### config.mk
export PLATFORM = sky130hd
export DESIGN_NAME = fba_ffz
export DESIGN_NICKNAME = d
export VERILOG_FILES = /design/src/design/fba_pkg.sv /design/src/design/fba_ffz.sv
export SDC_FILE = /design/constraint.sdc
export NUM_CORES = 1
export LEC_CHECK = 0
export BUFFER_PORTS_ARGS = -buffer_cell sky130_fd_sc_hd__buf_4
export CAP_MARGIN = 20
export CORE_MARGIN = 2
export CORE_UTILIZATION = 25
export DETAILED_ROUTE_END_ITERATION = 6
export GPL_TIMING_DRIVEN = 0
export MAX_ROUTING_LAYER = met4
export PLACE_DENSITY_LB_ADDON = 0.05
export SYNTH_ARGS = -nofsm -noshare
export SYNTH_HDL_FRONTEND = slang
export SYNTH_SLANG_ARGS = --single-unit
### constraint.sdc
create_clock -name vclk -period 3.5
set_input_delay 0.525 -clock vclk [all_inputs]
set_output_delay 0.525 -clock vclk [all_outputs]
set_load 0.01 [all_outputs]
### src/design/fba_pkg.sv
// Package for the frame bitmap allocator: operation and register codes,
// and the result type of the find-first-zero unit.
// No dependencies; imported by fba_ffz and frame_bitmap_allocator_core.
package fba_pkg;

  // Request operation codes
  localparam logic [1:0] OP_ALLOC = 2'd0;
  localparam logic [1:0] OP_FREE  = 2'd1;
  localparam logic [1:0] OP_TEST  = 2'd2;

  // Register index of the configuration port (paddr[2])
  localparam logic [0:0] REG_FRAME_COUNT = 1'b0;

  // Widths fixed by the request and result words
  localparam int FRAME_W = 12;
  localparam int COUNT_W = 13;
  localparam logic [COUNT_W-1:0] FRAME_COUNT_RESET = 13'd4096;

  // Lowest clear bit of one bitmap word
  typedef struct packed {
    logic       found;
    logic [4:0] pos;
  } ffz_res_t;

endpackage

### src/design/fba_ffz.sv
// Find-first-zero unit: position of the lowest clear bit of a 32-bit word.
// Depends on fba_pkg for the result type.
module fba_ffz import fba_pkg::*; (
  input  logic [31:0] word,
  output ffz_res_t    res
);

  logic [31:0] inv;
  logic [31:0] win;
  logic [31:0] lowmask;
  logic [4:0]  pos;

  // Binary search over halves: five narrow steps.
  always_comb begin
    inv     = ~word;
    pos     = '0;
    win     = '0;
    lowmask = '0;
    for (int k = 4; k >= 0; k--) begin
      win     = inv >> pos;
      lowmask = (32'h1 << (1 << k)) - 32'h1;
      if ((win & lowmask) == 32'h0) begin
        pos = pos + 5'(1 << k);
      end
    end
    res.found = |inv;
    res.pos   = pos;
  end

endmodule

# Word-level counts from Yosys, hierarchy flattened
# Index checks and enable logic that the tools add are counted.
[op_classes]
addsub = 4
shift = 4
n_mux = 5
n_bitwise = 1
reduce_logical = 6
[op_table]
columns = ["cell", "n"]
rows = [
  ["$logic_not 32->1", 5],
  ["$not 32->32", 1],
  ["$reduce_or 32->1", 1],
  ["$shr 32x5->1", 1],
  ["$shr 32x5->2", 1],
  ["$shr 32x5->4", 1],
  ["$shr 32x5->8", 1],
  ["$mux 5", 5],
  ["$add 5x1->5 const B", 1],
  ["$add 5x2->5 const B", 1],
  ["$add 5x3->5 const B", 1],
  ["$add 5x4->5 const B", 1],
]
[totals]
reg_bits = 0
in_bits = 32
output_inout_bits = 6
word_cells = 20

# Longest topological paths before layout
[depth]
ltp_word = 15
ltp_mapped = 10
depth_no_buf = 9

# Worst setup path before layout
# Ideal clock, no wire load.
[synth_path]
path_kind = "input port to output port"
start = "input port word[3]"
end = "output port res[0] in the netlist's numbering"
arrival_ps = 2218
t_required_ps = 2975
setup_slack_ps = 757
path_stages = 10
n_path_buf = 1
cell_sequence = "nand4_1 -> or4_1 -> buf_6 -> clkinv_8 -> a22oi_4 -> clkinv_4 -> mux2i_1 -> a2111oi_0 -> nor4_1 -> o211ai_1"
[synth_lines]
columns = ["element", "line_no", "text"]
rows = [
  ["start: declaration", "fba_ffz.sv:4", "input logic [31:0] word,"],
  ["end: declaration", "fba_ffz.sv:5", "output ffz_res_t res"],
]

==> metrics.md <==
| Metric | Value |
|---|---|
| Syn Std Cell Area | `roughly 420 sq um` |
| Average detailed-routed wire length per instance | `between 10 and 15 um` |
| Detailed router's first-iteration violation count | `9` |
| Pleak | `0.000355 uW` |
| Top cell type's share of synthesized area | `0.119` |
| Area of all placed cells without fillers | `just over 700 sq um` |
| Initial antenna violation count | `0` |
| Max-cap violations | `0` |
| Floorplan die width | `roughly 45 um` |
| Starting Density | `0.272` |
| Setup Buffers After CTS | `0` |
| Sequential cell count of the final layout | `0` |
| Overall routed net length | `between 1000 and 1500 um` |
| Crit path capture type | `primary output` |
| Residual DRC count | `0` |
| Number of I/O port buffers | `38` |
| Combined global-route utilization of all metal layers | `0.134` |
| Power density of the placed cells | `76.6 mW/mm^2` |
| Antenna cell count | `0` |
| Clk_buf instances | `0` |
| Antenna-violating nets left | `0` |
| Total global routing overflow | `0` |
| Required @ worst endpoint | `approximately 3.0 ns` |
| Footprint of the flip-flops and latches | `0 sq um` |
| Run status | `completed` |
| Kind of critical path | `input pin to primary output` |
| Yosys cell types | `32` |
| Hold violation count in the final report | `0` |
| Min Clock Period, post-route | `~3.1 ns` |
| Rows | `14` |
| Number of top-level design ports | `38` |
| Area growth syn-to-layout | `72.8%` |
| Pre-antenna DRT Iters | `3` |
| Post-DP Area | `between 700 and 800 sq um` |
| Total negative slack for setup checks | `0 ns` |
| Biggest area contributors in the synthesized netlist | `mux2i_1 (12%), nand4_1 (9.0%), and4_1 (6.3%)` |
| Vias in the first global route | `between 500 and 600` |
| Unrepaired setup endpoints after global routing | `no` |
| Post-detail-place hpwl | `approximately 1200 um` |
| Critical Path Source Type | `input pin` |
| Final weighted congestion of routability-driven global placement | `0.734` |
| CTS-repair resized insts | `0` |
| Total number of vias | `between 600 and 700` |
| Largest net degree at the start of global routing | `9` |
| Final clock period utilization by the worst path | `0.889` |
| Crit Path Max Fanout | `8` |
| Sequential share of the synthesized area | `0` |
| Die span in y | `between 40 and 50 um` |
| Endpoints failing setup | `0` |
| Worst Path Arrival | `2.59 ns` |
| Share of post-route cells with drive strength above 1 | `0.469` |
| Post-synthesis cell count | `58` |
| Net count reported at finish | `between 100 and 150` |
| Die ar. | `slightly above 0.002 sq mm` |
| Max Freq | `about 320 MHz` |
| Syn Area/Cell | `7.23 sq um` |
| Most used standard cells in the synthesized netlist | `nand4_1 (6), a21oi_1 (5), mux2i_1 (5)` |
| Class of the tightest hold or removal check | `input pin to primary output` |
| Top cell type by total area after synthesis | `mux2i_1` |
| Via-to-Cell Ratio | `roughly 5.4` |
| Floorplan core area | `0.00154 sq mm` |
| Dominant cell by count in the synthesized netlist | `nand4_1` |
| Max-slew violation count | `0` |
| Maximum resistive drop on vdd | `approximately 0.000035 V` |
| Post-CTS Hold Fix Bufs | `0` |
| Nets in the synthesized netlist | `90` |
| Actual slew at the worst max-slew pin | `0.415 ns` |
| Syn. warnings | `0` |
| Relative slew slack | `0.716` |
| First-pass GRT wire length | `2110 um` |
## path summary, 6_finish.rpt
path | cells after the start | slack [ns] | endpoint | from
hold / removal | 5 | 1.47 | res[5] | word[28]
setup / recovery | 12 | 0.39 | res[0] | word[6]
## critical path, stage by stage
cell and delay, ns:
buf_4 0.08, nand4_1 0.14, or4_1 0.55, buf_6 0.17
clkinv_8 0.05, a22oi_4 0.07, clkinv_4 0.10, mux2i_1 0.17
a2111oi_0 0.11, nor4_1 0.31, o211ai_1 0.14, buf_4 0.16
## layout by cell type (no fill, tap or decap), types with 2 or more instances in the layout
| master | n |
|---|---|
| a21oi_1 | 5 |
| nor4_1 | 2 |
| and4_1 | 3 |
| o21ai_0 | 2 |
| nand3_1 | 4 |
| mux2i_1 | 5 |
| nand2_1 | 4 |
| buf_4 | 38 |
| nor2_1 | 3 |
| inv_1 | 2 |
| nand4_1 | 6 |
## through the flow
stage	utilization	worst slack, ns	cells	power, uW	hold WS [ns]
floorplan	-	0.757	58	17.8	1.24
global placement	0.470	0.346	112	56.1	1.48
detailed placement	0.470	0.370	112	55.9	1.48
CTS	0.470	0.370	112	56.0	1.48
global route	0.470	0.220	112	61.0	1.51
finish	0.470	0.389	112	55.5	1.47
## per-layer routing
layer / wire, um / vias up / global-route usage
met2: 613 / 21 / 0.220
met3: 98 / 0 / 0.00400
li1: - / 321 / -
met4: 0 / 0 / 0
met5: 0 / - / -
met1: 623 / 267 / 0.195
## kinds of logic (layout without fill, tap and decap cells)
kind of cell           Yosys count  after routing  synth area share
multiplexers                     5              5             0.119
AND/OR/NAND/NOR                 28             28             0.406
AO/OA/AOI/OAI                   20             20             0.370
buffers and inverters            5             43             0.104
## power by group
group          switching (uW)  total, uW  internal [uW]
registers                   0          0              0
clock network               0          0              0
logic                    21.7       55.5           33.8
## area by class of cell
cell class                 instances  area [sq um]
buffer                             1          11.3
fill                             168           817
tap                               16          20.0
multi-input combinational         53           375
inverter                           4          32.5
timing repair buffer              38           285
Note: power is estimated with default switching activity, not from simulation.
