[config.mk]
export PLATFORM = sky130hd
export DESIGN_NAME = fba_ram
export DESIGN_NICKNAME = d
export VERILOG_FILES = /design/src/design/fba_ram.sv
export SDC_FILE = /design/constraint.sdc
export NUM_CORES = 2
export LEC_CHECK = 0
export BUFFER_PORTS_ARGS = -buffer_cell sky130_fd_sc_hd__buf_2
export CORE_MARGIN = 3
export CORE_UTILIZATION = 35
export CTS_BUF_LIST = sky130_fd_sc_hd__clkbuf_16
export DETAILED_ROUTE_END_ITERATION = 12
export PLACE_DENSITY = 0.6
export SETUP_SLACK_MARGIN = 0.2
export SYNTH_ARGS = -nofsm -noshare
export SYNTH_HDL_FRONTEND = slang
export SYNTH_SLANG_ARGS = --single-unit
[constraint.sdc]
create_clock -name clk -period 4.5 [get_ports clk]
set_input_delay 0.675 -clock clk [delete_from_list [all_inputs] [get_ports clk]]
set_output_delay 0.675 -clock clk [all_outputs]
set_load 0.01 [all_outputs]
[src/design/fba_ram.sv]
// Generic single-write, single-read RAM with registered read data.
// No dependencies; holds the usage bitmap of the allocator.
module fba_ram #(
  parameter int WIDTH = 32,
  parameter int DEPTH = 128
) (
  input  logic                                   clk,
  input  logic                                   we,
  input  logic [((DEPTH > 1) ? $clog2(DEPTH) : 1)-1:0] waddr,
  input  logic [WIDTH-1:0]                       wdata,
  input  logic [((DEPTH > 1) ? $clog2(DEPTH) : 1)-1:0] raddr,
  output logic [WIDTH-1:0]                       rdata
);

  logic [WIDTH-1:0] mem [DEPTH];

  // Write port and registered read port.
  always_ff @(posedge clk) begin
    if (we) begin
      mem[waddr] <= wdata;
    end
    rdata <= mem[raddr];
  end

endmodule

== Yosys cells after proc, flatten, opt, wreduce, memory -nomap -nowiden ==
Memories as Yosys holds them, arrays and structs flattened. A register that Yosys moved wholly into a read port is not among the register bits.
Cells that the tools add are included.
Cells by class
  muxes and demuxes: 2
Operators with widths (count)
  1-bit two-way mux: 2
Storage, ports and cells
  word-level logic and storage cells: 3
  memories kept: 1
  memory bits (writable): 4096
  output and inout port bits: 32
  bits of input ports: 48
  register bits: 0
Memory list
  mem: depth 128, bits a word 32, read ports 1, clocked after memory_dff 1, wr ports 1, line 15  | logic [WIDTH-1:0] mem [DEPTH];

== Depth between registers and ports, before layout ==
  depth after elaboration: 2
  gate-level depth with buffers: 8
  depth with buffers taken out: 4

== Least setup slack after synthesis ==
OpenSTA, ideal clock, no wires.
  path type: input-to-reg
  start: input port we
  end: memory mem[98][0] (enable)
  stages on the path: 3
  library setup time: 0.461 ns
  required time: 4.039 ns
  path slack: 0.586 ns
  arrival: 3.453 ns
  buffers on the path: 1
  cells stage by stage: clkbuf_1 > nand4_1 > nor3_1
Between the ends
  cells in the longest elaborated chain, start to end: 2
Ends and longest elaborated chain
  start: declaration: line 8  | input logic we,
  1-bit two-way mux: line 19  | if (we) begin
  1-bit two-way mux (not written as such): line 20  | mem[waddr] <= wdata;
  end: declaration: line 15
No other way between the ends.

==> impl_metrics.tcl <==
set metrics [dict create \
    timing.final.hold_violations 0 \
    cts.root.buffer_cell "clkbuf_16" \
    grt.overflow.total 0 \
    cts-resized-gates 0 \
    setup_crit_start_kind "input pin" \
    critPathTopFamily "multiplexers" \
    timing.critical_path.buf_inv 4 \
    synth_top_cell_by_area "edfxtp_1" \
    tightest_slew_ns 1.38 \
    route.antenna.remaining_nets 0 \
    num_io_pins 80 \
    worst_setup_hold_path_clk_slew_ns 0.06 \
    postSynthAreaPerCell_um2 26.1 \
    ctsHoldBuffers 0 \
    finalWeightedCongestion 0.801 \
    post-synth-top-count-cell "edfxtp_1" \
    rsz0062_at_grt "no" \
    clock_power_share_pct 41.0 \
    synth_sequential_area_ratio_pct 79.1 \
    drtIter0Drc 9915 \
    total_switching_power_mw 16.9 \
    finalPower_mw 79.4 \
    num_vias 71135 \
    grt_start_max_net_pins 99 \
    initial_cell_density_of_the_core_pct 35.3 \
    max-slew-margin-rel_pct 7.92 \
    number_of_enable_flip_flop_cells_after_synthesis 4096 \
    cts.repair_timing.setup_buffer_count 0 \
    cpMostUsedCell "mux4_2" \
    cts_tree "built" \
    grt_util_all_layers_pct 18.5 \
    post-route-drc-count 0 \
    asyncSetResetFlopFracSynth_pct 0 \
    syn-instance-count 5990 \
    nets 6574 \
    yosysWarnings 0 \
    crit_path_cell_trace "buf_8 > buf_12 > buf_12 > buf_4 > mux4_2 > mux4_2 > mux4_2 > mux2_2" \
    comb_power_share_pct 5.3 \
    p_per_area_mw_per_mm2 439 \
    drt_pre_antenna_iters 5 \
    final.min_clock_period_ns 3.20 \
    antenna_found_initial 60 \
    timing.critical_path.slowest_stage_cell "mux4_2" \
    critical_path.max_fanout 40 \
    dp.final_hpwl_um 241000 \
    grt_pass1_vias 72068 \
    global_route_wire_length_before_repair_um 587000 \
    tns_ns 0 \
    yosys_most_used_dff "edfxtp_1" \
    r2r-start "mem[127][23]" \
    core_mm2 0.443 \
    power.switching_fraction_pct 21.2 \
    timing_worst_setup_path_type "input pin to flop" \
    slowest_delay_ns 0.67 \
    power.sequential.fraction_pct 53.6 \
    place.port_buffers 79 \
    timing.critical_path.required_ns 5.29 \
    hold_path_class "input pin to flop" \
    post-route-period-util_pct 71.1 \
    fin_util_pct 40.8 \
    dieArea_mm2 0.455 \
    die_h_um 674 \
    htree_num_levels 5 \
    hold_crit_start "wdata[6]" \
    number_of_inserted_filler_cells_in_the_final_layout 37886 \
    synth_largest_type_area_fraction_pct 78.7 \
    drv_slew 0 \
    clock_sink_count 4128 \
    core.rowCount 244 \
    area_growth_syn_to_layout_pct 15.8 \
    post_route_cells_drive_above_1_share_pct 36.6 \
    ys_ff_latch 4128 \
    clock_latency_ns 0.91 \
    netlist_top_cells_area "edfxtp_1 79%, mux4_2 19%, clkbuf_1 0.44%" \
    detail_route.wl_per_cell_um 33.0 \
    static-leakage-power_nw 55.2 \
    die_x_um 674 \
    fmax_mhz 312 \
    status "finished, final reports clean" \
    synth.cell_area_mm2 0.156 \
    post_synth_most_frequent_cells "4,096 x edfxtp_1, 1,344 x mux4_2, 182 x clkbuf_1" \
    routed_wl_um 423000 \
    worst_hold_slack_ns 0.200 \
    drt-vias-per-instance 5.55 \
    max_cap_violations 0 \
    power_report.internal_total_mw 62.6 \
    synth_fp_nets 6038 \
    data_arrival_at_the_endpoint_of_the_critical_path_ns 3.99 \
    cts_buffers 403 \
    clock_buffer_depth 4 \
    fin_skew_ns 0.0399 \
    worstSetupStartpoint "raddr[2]" \
    vdd.ir_drop.worst_mv 0.387 \
    critical_path.endpoint_type "flop" \
    timing.final.setup_violations 0 \
    netlist-cell-type-count 17 \
]
## registers in the layout (all words and copies together), names as in the netlist
| signal | flops |
|---|---|
| mem | 4096 |
| rdata | 32 |
## routing by layer
layer | routed length (µm) | share of wire (%) | global-route usage (%)
met2 | 207000 | 49 | 30.0
met3 | 35400 | 8.4 | 2.91
met1 | 165000 | 39 | 25.4
met4 | 16000 | 3.8 | 6.59
met5 | 110 | 0.026 | 0
## power by group through the flow
stage | clock network [mW] | registers [mW] | logic, mW
global placement | 0 | 43.4 | 4.24
global route | 34.6 | 42.6 | 4.42
finish | 32.6 | 42.6 | 4.25
floorplan | 0 | 43.3 | 2.05
detailed placement | 0 | 43.4 | 4.31
CTS | 33.1 | 42.6 | 4.31
## cell families after synthesis
| group | Yosys count | synth area share (%) |
|---|---|---|
| flip-flops | 4128 | 79.1 |
| multiplexers | 1376 | 19.6 |
| buffers and inverters | 316 | 0.839 |
| AND/OR/NAND/NOR | 170 | 0.446 |
## placed cells by master, fill, tap and decap left out, types with 2 or more instances in the layout
master      netlist  routed
inv_6             0       6
clkinv_8          0       3
clkinv_2          0      74
edfxtp_1       4096    4096
bufinv_16         0      33
nand3_2           0       4
inv_1             0      92
clkinvlp_4        0      16
buf_12            0     118
clkinv_16         0       2
diode_2           0      51
nand4_1           3       3
buf_4             3     283
nand2b_1          2       2
nand2_2           0       3
nand3_1          12       8
mux2_2           32      32
inv_16            0       3
buf_2            79      41
nor2_1          122       3
nor3_2            0       9
mux4_2         1344    1344
nor2b_1           7       7
nand2_1          14      11
clkbuf_16         0     412
clkinv_1          0      87
buf_8             0       3
nor2_4            0     119
dfxtp_1          32      32
## worst register-to-register path: cells and delay by family (launching register included)
| kind | cells | cell delay [ns] |
|---|---|---|
| flops | 1 | 0.37 |
| mux | 4 | 2.20 |
## stage by stage
step	instance area [µm²]	setup slack, ns	cells
2_1_floorplan	156000	0.586	5990
3_3_place_gp	168000	0.386	12024
3_5_place_dp	168000	0.368	12025
4_1_cts	181000	1.36	12755
5_1_grt	181000	1.27	12781
6_report	181000	1.30	12806
## layout make-up
cell class                      count  area (µm²)  share of cell area (%)
Antenna cell                       51         128                  0.0705
Tap cell                         5904        7390                    4.08
Multi-Input combinational cell   1546       32300                    17.8
Clock buffer                      412       10300                    5.70
Clock inverter                    318        2390                    1.32
Timing Repair Buffer              447        4780                    2.64
Sequential cell                  4128      124000                    68.3
## path summary, 6_finish.rpt
kind                endpoint  slack (ns)  cells after the start
setup / recovery   rdata[22]        1.30                      8
hold reg to reg    rdata[20]        1.13                      4
setup reg to reg   rdata[23]        1.81                      4
hold / removal    mem[55][6]        0.20                      1
(Power assumes the default switching activity.)
